`src/hdl/ohs_pkg.sv`:
```
package ohs_pkg;

  // default sizes and fixed field widths
  localparam int TableSizeDef = 8;
  localparam int KeyWidthDef  = 32;
  localparam int FuncW        = 2;
  localparam int KeyInW       = 32;
  localparam int StatusW      = 2;
  localparam int SlotW        = 3;
  localparam int DigitW       = 4;

  typedef enum logic [1:0] {
    FUNC_INSERT = 2'd0,
    FUNC_SEARCH = 2'd1,
    FUNC_REMOVE = 2'd2
  } func_e;

  typedef enum logic [1:0] {
    MARK_FREE = 2'd0,
    MARK_USED = 2'd1,
    MARK_GONE = 2'd2
  } mark_e;

  typedef enum logic [1:0] {
    ST_OK     = 2'd0,
    ST_FULL   = 2'd1,
    ST_ABSENT = 2'd2
  } status_e;

  // microprogram addresses
  typedef enum logic [2:0] {
    UP_CLR  = 3'd0,
    UP_IDLE = 3'd1,
    UP_HOME = 3'd2,
    UP_EVAL = 3'd3,
    UP_EMIT = 3'd4
  } upc_e;

  // jump conditions; when false the sequencer holds its step
  typedef enum logic [2:0] {
    C_ALWAYS    = 3'd0,
    C_CLR_LAST  = 3'd1,
    C_ACCEPT    = 3'd2,
    C_HOME_DONE = 3'd3,
    C_PROBE_END = 3'd4,
    C_OUT_FREE  = 3'd5
  } cond_e;

  typedef struct packed {
    logic rdy;
    logic clr;
    logic home;
    logic eval;
    logic emit;
  } ohs_ctrl_t;

  typedef struct packed {
    logic accept;
    logic clr_last;
    logic home_done;
    logic probe_end;
    logic out_free;
  } ohs_cond_t;

  typedef struct packed {
    ohs_ctrl_t ctrl;
    cond_e     cond;
    upc_e      target;
  } uword_t;

  // control store
  function automatic uword_t ucode(upc_e pc);
    uword_t w;
    w = '0;
    case (pc)
      UP_CLR: begin
        w.ctrl.clr = 1'b1;
        w.cond     = C_CLR_LAST;
        w.target   = UP_IDLE;
      end
      UP_IDLE: begin
        w.ctrl.rdy = 1'b1;
        w.cond     = C_ACCEPT;
        w.target   = UP_HOME;
      end
      UP_HOME: begin
        w.ctrl.home = 1'b1;
        w.cond      = C_HOME_DONE;
        w.target    = UP_EVAL;
      end
      UP_EVAL: begin
        w.ctrl.eval = 1'b1;
        w.cond      = C_PROBE_END;
        w.target    = UP_EMIT;
      end
      UP_EMIT: begin
        w.ctrl.emit = 1'b1;
        w.cond      = C_OUT_FREE;
        w.target    = UP_IDLE;
      end
      default: begin
        w.cond   = C_ALWAYS;
        w.target = UP_IDLE;
      end
    endcase
    return w;
  endfunction

endpackage

```
`src/hdl/ohs_if.sv`:
```
// input item channel
interface ohs_in_if;
  logic                         valid;
  logic                         ready;
  logic [ohs_pkg::FuncW-1:0]    func;
  logic [ohs_pkg::KeyInW-1:0]   key;

  modport source (output valid, output func, output key, input ready);
  modport sink   (input valid, input func, input key, output ready);
endinterface

// result item channel
interface ohs_out_if;
  logic                         valid;
  logic                         ready;
  logic [ohs_pkg::StatusW-1:0]  status;
  logic [ohs_pkg::SlotW-1:0]    slot;

  modport source (output valid, output status, output slot, input ready);
  modport sink   (input valid, input status, input slot, output ready);
endinterface

```
`src/hdl/ohs_seq.sv`:
```
module ohs_seq (
  input  logic               clk_i,
  input  logic               rst_ni,
  input  ohs_pkg::ohs_cond_t cond_i,
  output ohs_pkg::ohs_ctrl_t ctrl_o
);

  ohs_pkg::upc_e   upc_q, upc_d;
  ohs_pkg::uword_t uw;
  logic            take;

  // step counter; reset starts the clearing routine
  always_ff @(posedge clk_i or negedge rst_ni) begin
    if (!rst_ni) begin
      upc_q <= ohs_pkg::UP_CLR;
    end else begin
      upc_q <= upc_d;
    end
  end

  // fetch, condition select, jump
  always_comb begin
    uw = ohs_pkg::ucode(upc_q);
    case (uw.cond)
      ohs_pkg::C_ALWAYS:    take = 1'b1;
      ohs_pkg::C_CLR_LAST:  take = cond_i.clr_last;
      ohs_pkg::C_ACCEPT:    take = cond_i.accept;
      ohs_pkg::C_HOME_DONE: take = cond_i.home_done;
      ohs_pkg::C_PROBE_END: take = cond_i.probe_end;
      ohs_pkg::C_OUT_FREE:  take = cond_i.out_free;
      default:              take = 1'b1;
    endcase
    upc_d  = take ? uw.target : upc_q;
    ctrl_o = uw.ctrl;
  end

endmodule

```
`src/hdl/open_addressing_hash_set.sv`:
```
// Steps: an accepted item passes the home, probe and emit steps; the probe step reads P slots, where P
//   (1 to TABLE_SIZE) is the number of slots probed, one per cycle through the table RAM.
// For sizes other than a power of two the home step also reduces the key, 4 bits a cycle.
// Items: one in flight; a new item is taken only after the last one's emit step. A waiting
//   result holds back only the emit step of the next item, not its acceptance or probe.
// Reset: asynchronous, active low; then a clearing pass marks every slot free, with in ready low.
module open_addressing_hash_set #(
  parameter int TABLE_SIZE = ohs_pkg::TableSizeDef,
  parameter int KEY_WIDTH  = ohs_pkg::KeyWidthDef
) (
  input logic       clk_i,
  input logic       rst_ni,
  ohs_in_if.sink    in_i,
  ohs_out_if.source out_o
);

  localparam int  PW     = (TABLE_SIZE > 1) ? $clog2(TABLE_SIZE) : 1;
  localparam int  SW     = $clog2(TABLE_SIZE + 1);
  localparam bit  POW2   = (TABLE_SIZE & (TABLE_SIZE - 1)) == 0;
  localparam int  HW     = (KEY_WIDTH > PW) ? KEY_WIDTH : PW;
  localparam int  DIGITS = (HW + ohs_pkg::DigitW - 1) / ohs_pkg::DigitW;
  localparam int  DW     = DIGITS * ohs_pkg::DigitW;
  localparam int  CW     = $clog2(DIGITS + 1);
  localparam int  EW     = KEY_WIDTH + 2;
  localparam int  TW     = PW + ohs_pkg::DigitW;

  ohs_pkg::ohs_ctrl_t ctrl;
  ohs_pkg::ohs_cond_t cond;

  logic                          accept;
  logic [KEY_WIDTH-1:0]          key_ext;
  logic [ohs_pkg::FuncW-1:0]     func_q;
  logic [KEY_WIDTH-1:0]          key_q;
  logic [DW-1:0]                 sh_q;
  logic [CW-1:0]                 cnt_q;
  logic [PW-1:0]                 r_q;
  logic [PW-1:0]                 p_q;
  logic [SW-1:0]                 stp_q;
  logic [TW-1:0]                 acc;
  logic [PW-1:0]                 r_red;
  logic [PW:0]                   sum;
  logic [PW-1:0]                 p_nx;

  // table RAM: mark above key
  logic [EW-1:0]                 mem_q [TABLE_SIZE];
  logic [EW-1:0]                 rd_q;
  logic                          wr_en;
  logic [EW-1:0]                 wr_data;
  logic [PW-1:0]                 rd_addr;

  logic [1:0]                    mark;
  logic [KEY_WIDTH-1:0]          skey;
  logic                          is_ins, is_find, is_rem, is_bad, last;
  logic                          hit_ins, hit_find, stop_free;

  logic [ohs_pkg::StatusW-1:0]   res_status_q;
  logic [PW-1:0]                 res_slot_q;
  logic                          out_valid_q;
  logic [ohs_pkg::StatusW-1:0]   out_status_q;
  logic [ohs_pkg::SlotW-1:0]     out_slot_q;

  ohs_seq u_seq (
    .clk_i  (clk_i),
    .rst_ni (rst_ni),
    .cond_i (cond),
    .ctrl_o (ctrl)
  );

  assign in_i.ready = ctrl.rdy;
  assign accept     = in_i.valid & ctrl.rdy;
  assign key_ext    = KEY_WIDTH'(in_i.key);

  // one digit of the home reduction: fold in 4 key bits, bring back below the size
  always_comb begin
    acc = {r_q, sh_q[DW-1 -: ohs_pkg::DigitW]};
    for (int i = ohs_pkg::DigitW - 1; i >= 0; i--) begin
      if (acc >= (TW'(TABLE_SIZE) << i)) begin
        acc = acc - (TW'(TABLE_SIZE) << i);
      end
    end
    r_red = PW'(acc);
  end

  // next probe slot, triangular step
  always_comb begin
    sum  = (PW+1)'(p_q) + (PW+1)'(stp_q);
    p_nx = (sum >= (PW+1)'(TABLE_SIZE)) ? PW'(sum - (PW+1)'(TABLE_SIZE)) : PW'(sum);
  end

  // probe evaluation on the slot read last cycle
  always_comb begin
    mark      = rd_q[EW-1:KEY_WIDTH];
    skey      = rd_q[KEY_WIDTH-1:0];
    is_ins    = func_q == ohs_pkg::FUNC_INSERT;
    is_rem    = func_q == ohs_pkg::FUNC_REMOVE;
    is_find   = (func_q == ohs_pkg::FUNC_SEARCH) | is_rem;
    is_bad    = ~is_ins & ~is_find;
    last      = stp_q == SW'(TABLE_SIZE);
    hit_ins   = is_ins & (mark != ohs_pkg::MARK_USED);
    hit_find  = is_find & (mark == ohs_pkg::MARK_USED) & (skey == key_q);
    stop_free = is_find & (mark == ohs_pkg::MARK_FREE);
  end

  always_comb begin
    cond.accept    = accept;
    cond.clr_last  = p_q == PW'(TABLE_SIZE - 1);
    cond.home_done = cnt_q == '0;
    cond.probe_end = hit_ins | hit_find | stop_free | is_bad | last;
    cond.out_free  = ~out_valid_q | out_o.ready;
  end

  // RAM write and read port selection
  always_comb begin
    wr_en   = 1'b0;
    wr_data = {ohs_pkg::MARK_FREE, KEY_WIDTH'(0)};
    if (ctrl.clr) begin
      wr_en = 1'b1;
    end else if (ctrl.eval && hit_ins) begin
      wr_en   = 1'b1;
      wr_data = {ohs_pkg::MARK_USED, key_q};
    end else if (ctrl.eval && hit_find && is_rem) begin
      wr_en   = 1'b1;
      wr_data = {ohs_pkg::MARK_GONE, skey};
    end
    rd_addr = ctrl.home ? r_q : p_nx;
  end

  always_ff @(posedge clk_i) begin
    if (wr_en) begin
      mem_q[p_q] <= wr_data;
    end
    rd_q <= mem_q[rd_addr];
  end

  // control counters
  always_ff @(posedge clk_i or negedge rst_ni) begin
    if (!rst_ni) begin
      p_q   <= '0;
      cnt_q <= '0;
    end else begin
      if (ctrl.clr) begin
        p_q <= PW'(p_q + 1'b1);
      end else if (ctrl.home && cond.home_done) begin
        p_q <= r_q;
      end else if (ctrl.eval && !cond.probe_end) begin
        p_q <= p_nx;
      end
      if (accept) begin
        cnt_q <= POW2 ? '0 : CW'(DIGITS);
      end else if (ctrl.home && !cond.home_done) begin
        cnt_q <= cnt_q - 1'b1;
      end
    end
  end

  // item payload and reduction registers
  always_ff @(posedge clk_i) begin
    if (accept) begin
      func_q <= in_i.func;
      key_q  <= key_ext;
      sh_q   <= DW'(key_ext);
      r_q    <= POW2 ? PW'(key_ext) : '0;
    end else if (ctrl.home && !cond.home_done) begin
      r_q  <= r_red;
      sh_q <= sh_q << ohs_pkg::DigitW;
    end
    if (ctrl.home && cond.home_done) begin
      stp_q <= SW'(1);
    end else if (ctrl.eval && !cond.probe_end) begin
      stp_q <= stp_q + 1'b1;
    end
    if (ctrl.eval && cond.probe_end) begin
      if (hit_ins || hit_find) begin
        res_status_q <= ohs_pkg::ST_OK;
        res_slot_q   <= p_q;
      end else begin
        res_status_q <= is_ins ? ohs_pkg::ST_FULL : ohs_pkg::ST_ABSENT;
        res_slot_q   <= '0;
      end
    end
  end

  // output register
  always_ff @(posedge clk_i or negedge rst_ni) begin
    if (!rst_ni) begin
      out_valid_q <= 1'b0;
    end else if (ctrl.emit && cond.out_free) begin
      out_valid_q <= 1'b1;
    end else if (out_o.ready) begin
      out_valid_q <= 1'b0;
    end
  end

  always_ff @(posedge clk_i) begin
    if (ctrl.emit && cond.out_free) begin
      out_status_q <= res_status_q;
      out_slot_q   <= ohs_pkg::SlotW'(res_slot_q);
    end
  end

  assign out_o.valid  = out_valid_q;
  assign out_o.status = out_status_q;
  assign out_o.slot   = out_slot_q;

endmodule

```
`src/flat_wrapper.sv`:
```
// flat-port wrapper written by rule: the top's interface ports become plain ports
module open_addressing_hash_set_flat 
#(
  parameter int TABLE_SIZE = ohs_pkg::TableSizeDef,
  parameter int KEY_WIDTH  = ohs_pkg::KeyWidthDef
)
  (clk_i, rst_ni, in_i_valid, in_i_func, in_i_key, in_i_ready, out_o_valid, out_o_status, out_o_slot, out_o_ready);
  ohs_in_if in_i_i ();
  ohs_out_if out_o_i ();
  input logic clk_i;
  input logic rst_ni;
  input wire logic [$bits(in_i_i.valid)-1:0] in_i_valid;
  input wire logic [$bits(in_i_i.func)-1:0] in_i_func;
  input wire logic [$bits(in_i_i.key)-1:0] in_i_key;
  output wire logic [$bits(in_i_i.ready)-1:0] in_i_ready;
  output wire logic [$bits(out_o_i.valid)-1:0] out_o_valid;
  output wire logic [$bits(out_o_i.status)-1:0] out_o_status;
  output wire logic [$bits(out_o_i.slot)-1:0] out_o_slot;
  input wire logic [$bits(out_o_i.ready)-1:0] out_o_ready;
  assign in_i_i.valid = in_i_valid;
  assign in_i_i.func = in_i_func;
  assign in_i_i.key = in_i_key;
  assign in_i_ready = in_i_i.ready;
  assign out_o_valid = out_o_i.valid;
  assign out_o_status = out_o_i.status;
  assign out_o_slot = out_o_i.slot;
  assign out_o_i.ready = out_o_ready;
  open_addressing_hash_set #(.TABLE_SIZE(TABLE_SIZE), .KEY_WIDTH(KEY_WIDTH)) u_core (.clk_i(clk_i), .rst_ni(rst_ni), .in_i(in_i_i), .out_o(out_o_i));
endmodule
```
`config.mk`:
```
export PLATFORM = sky130hd
export DESIGN_NAME = open_addressing_hash_set_flat
export DESIGN_NICKNAME = d
export VERILOG_FILES = /design/src/hdl/ohs_pkg.sv /design/src/hdl/ohs_if.sv /design/src/hdl/ohs_seq.sv /design/src/hdl/open_addressing_hash_set.sv /design/src/flat_wrapper.sv
export SDC_FILE = /design/constraint.sdc
export NUM_CORES = 1
export LEC_CHECK = 0
export BUFFER_PORTS_ARGS = -buffer_cell sky130_fd_sc_hd__buf_2
export CAP_MARGIN = 20
export CORE_MARGIN = 3
export CORE_UTILIZATION = 55
export CTS_CLUSTER_DIAMETER = 150
export DETAILED_ROUTE_END_ITERATION = 7
export GPL_ROUTABILITY_DRIVEN = 1
export PLACE_DENSITY = 0.75
export SYNTH_ARGS = -nofsm -noshare
export SYNTH_HDL_FRONTEND = slang
export SYNTH_HIERARCHICAL = 1
export SYNTH_SLANG_ARGS = --single-unit
```
`constraint.sdc`:
```
create_clock -name clk_i -period 7 [get_ports clk_i]
set_clock_uncertainty 0.2 [all_clocks]
set_input_delay 1.4 -clock clk_i [delete_from_list [all_inputs] [get_ports clk_i]]
set_output_delay 1.4 -clock clk_i [all_outputs]
set_load 0.05 [all_outputs]
```
==> flow_metrics.py <==
metrics = {
    "clock_tree": {
        "h-tree-depth": 2,
        "post_cts_buffers": 0,
        "tritoncts": "yes",
        "post_cts_resized": 0,
        "clockBufferDepth": 3,
        "clkSlewWorstSetupHoldPaths_ns": 0.06,
        "clkLatencyLatePin_ns": 0.53,
        "ctsHoldBuffers": 0,
        "numCtsBuffers": 40,
        "root_buffer": "clkbuf_16",
        "cts_sinks": 392,
    },
    "logic_synthesis": {
        "synth_top_cells_by_area": "edfxtp_1 67%, nand2_1 6.8%, dfxtp_1 4.9%",
        "synthTopCellsByCount": "343 x edfxtp_1, 280 x nand2_1, 76 x nand3_1",
        "async_reset_ff_frac": 0.0281,
        "synth_seq_area_share": 0.734,
        "ys.flop_type": "edfxtp_1",
        "ys_seq_elements": 392,
        "syn_area_mm2": 0.0154,
        "synth_warnings": 6,
        "ys_types": 58,
        "synth_most_common_cell": "edfxtp_1",
        "syn_area_per_cell_um2": 13.9,
        "synth_cells": 1108,
        "synth.largest_area_cell": "edfxtp_1",
        "synth_edf_count": 343,
        "syn-num-nets": 1157,
        "yosysTopAreaCellShare": 0.667,
    },
    "critical_path": {
        "worstSetupPathType": "flip-flop to flip-flop",
        "r2r_start": "u_core/p_q[0]",
        "r2r_cells": 9,
        "r2r_end": "u_core/rd_q[22]",
        "crit_fanout": 57,
        "start_kind": "flip-flop",
        "crit_start": "u_core/p_q[0]",
        "cp_data_arrival_time_ns": 4.12,
        "rrSetupSlack_ns": 3.10,
        "worstPathRequired_ns": 7.22,
        "critPathCaptureType": "flip-flop",
    },
    "drt": {
        "wl_mm": 33.9,
        "drtAntennaViolNets": 0,
        "drt_iter0_drc": 999,
        "via_per_inst": 5.82,
        "drt_first_pass_iters": 6,
        "wl_per_cell_um": 21.8,
        "drc": 0,
        "dr_total_vias": 9057,
    },
    "place": {
        "post-dp-hpwl_mm": 17.8,
        "place_ws_ns": 3.14,
        "gp_congestion": 0.827,
        "numPortBuffers": 44,
    },
    "global_route": {
        "grt_pass1_vias": 8847,
        "grt.total_usage": 0.223,
        "grt_max_degree": 85,
        "antenna_found_initial": 0,
        "grt_pass1_wl_mm": 51.3,
        "overflow": 0,
    },
    "power": {
        "clockPowerShare": 0.223,
        "powerDensity_mw_per_mm2": 537,
        "intPower_uw": 5730,
        "seqPwrFrac": 0.366,
        "max-vdd-ir-drop_v": 0.000467,
        "p_leak_uw": 0.00628,
        "power_switching_uw": 3630,
        "sw_frac_of_total": 0.387,
        "power_frac_comb": 0.411,
    },
    "floorplan": {
        "die-height_um": 174,
        "initial_core_util": 0.567,
        "die_w_um": 174,
        "fp-row-count": 60,
        "io-pin-count": 45,
        "core_mm2": 0.0273,
        "die_area_mm2": 0.0301,
    },
    "final_layout": {
        "multi_input_area_mm2": 0.00387,
        "num_antenna_cells": 0,
        "areaGrowthSynthToFinish_pct": 12.8,
        "fin_nets": 1203,
        "drive_gt1_frac": 0.128,
        "final-seq-area_mm2": 0.0113,
        "fillers": 1918,
    },
    "outcome": {
        "run_status": "finished clean",
    },
    "sta": {
        "final-max-slew-violation-count": 0,
        "fmax_mhz": 257,
        "worstMarginPinSlew_ns": 1.00,
        "rsz0062_at_grt": "no",
        "hold_viol_final": 0,
        "setup_viol_count_final": 0,
        "fin_crit_ns": 3.90,
        "fin_setup_tns_ns": 0,
        "post-route-period-util": 0.557,
        "maxSlewHeadroom": 0.333,
        "layout_setup_ws_ns": 3.10,
    },
    "min_path": {
        "hold_class": "flip-flop to flip-flop",
        "min_to": "u_core/out_o.status[0]",
        "hold_depth": 0,
        "hold_start": "u_core/res_status_q[0]",
    },
    "run": {
        "drv_cap": 0,
    },
}
-- kinds of logic (layout without fill, tap and decap cells) --
group / after synthesis / count (layout) / share of synthesized area
and+or+nand+nor: 453 / 453 / 0.133
DFF: 392 / 392 / 0.734
AOI/OAI and AO/OA: 101 / 101 / 0.0543
buffers and inverters: 79 / 155 / 0.0250
xor gates and xnor gates: 37 / 37 / 0.0210
muxes: 35 / 35 / 0.0235
adders and majority gates: 11 / 11 / 0.00940
-- power groups by stage --
stage | Combinational, uW | Clock (uW) | Sequential, uW
floorplan | 2790 | 0 | 3400
global route | 4200 | 2220 | 3470
finish | 3850 | 2090 | 3430
global placement | 3720 | 0 | 3450
detailed placement | 3810 | 0 | 3460
CTS | 3840 | 2120 | 3420
-- critical path: stages (launching register included) --
cell and delay, ns:
dfrtp_1 0.55, ha_1 0.31, fa_1 0.38, xnor2_1 0.21, xnor2_1 0.18, o21ai_4 0.68
buf_4 0.67, mux2i_1 0.29, a32oi_1 0.06, and3_1 0.18
-- metal layers --
layer  GRT usage  routed length (um)  vias to the layer above  part of all wire
met5           0                   0                        -                 0
met4      0.0694                 775                        0             0.023
met3      0.0335                2730                       58             0.081
met2       0.375               16900                      386              0.50
met1       0.303               13500                     4437              0.40
li1            -                   -                     4176                 -
-- through the flow --
| stage | cell area, um^2 | hold WS, ns | util | total power (uW) | instances |
|---|---|---|---|---|---|
| after CTS | 17400 | 0.218 | 0.639 | 9380 | 1555 |
| after global placement | 16100 | 0.202 | 0.591 | 7170 | 1483 |
| after global routing | 17400 | 0.226 | 0.640 | 9890 | 1556 |
| final | 17400 | 0.216 | 0.640 | 9360 | 1556 |
| after floorplan | 15400 | 0.200 | - | 6200 | 1108 |
| after detailed placement | 16100 | 0.205 | 0.591 | 7270 | 1483 |
-- placed cells by master (no fill, tap or decap), types with 4 or more instances in the layout --
| cell | Yosys | final |
|---|---|---|
| ha_1 | 10 | 10 |
| dfrtp_1 | 11 | 11 |
| clkbuf_16 | 0 | 41 |
| and3_1 | 38 | 38 |
| clkbuf_8 | 0 | 10 |
| clkbuf_1 | 27 | 11 |
| nor2_1 | 16 | 15 |
| dfxtp_1 | 38 | 38 |
| a22o_1 | 32 | 32 |
| nor3b_1 | 6 | 4 |
| nand4_1 | 8 | 8 |
| mux2i_1 | 34 | 34 |
| xnor2_1 | 33 | 33 |
| a21o_1 | 4 | 4 |
| a21oi_1 | 5 | 5 |
| xor2_1 | 4 | 4 |
| inv_1 | 16 | 16 |
| nand2_1 | 280 | 280 |
| a211oi_1 | 4 | 4 |
| a32oi_1 | 34 | 34 |
| edfxtp_1 | 343 | 343 |
| buf_4 | 11 | 21 |
| buf_2 | 14 | 45 |
| nor3_1 | 5 | 4 |
| nand3_1 | 76 | 76 |
-- state kept, by name, summed over array words and instances (netlist names) --
| signal | flops |
|---|---|
| u_core/p_q | 3 |
| u_core/func_q | 2 |
| u_core/out_o.status | 2 |
| u_core/out_o.slot | 3 |
| u_core/out_o.valid | 1 |
| u_core/r_q | 3 |
| u_core/mem_q | 272 |
| u_core/res_slot_q | 3 |
| u_core/key_q | 32 |
| u_core/sh_q | 24 |
| u_core/cnt_q | 4 |
| u_core/u_seq/upc_q | 3 |
| u_core/rd_q | 34 |
| u_core/stp_q | 4 |
| u_core/res_status_q | 2 |
-- cell type report --
cell class              instances  area share
repair buffers                 66      0.0220
flip-flops and latches        392       0.650
multi-input cells             637       0.222
clock inverters                10     0.00617
well taps                     372      0.0267
clock buffers                  62      0.0691
inverters                      17     0.00366
-- how the worst max path moves through the flow --
stage                         endpoint  slack, ns  cells past startpoint
floorplan           u_core/mem_q[1][0]       1.24                      7
global placement       u_core/rd_q[27]       3.19                      9
detailed placement     u_core/rd_q[22]       3.14                      9
CTS                    u_core/rd_q[27]       3.13                      9
global route           u_core/rd_q[10]       2.88                      9
finish                 u_core/rd_q[22]       3.10                      9
Note: power is estimated with default switching activity, not from simulation.
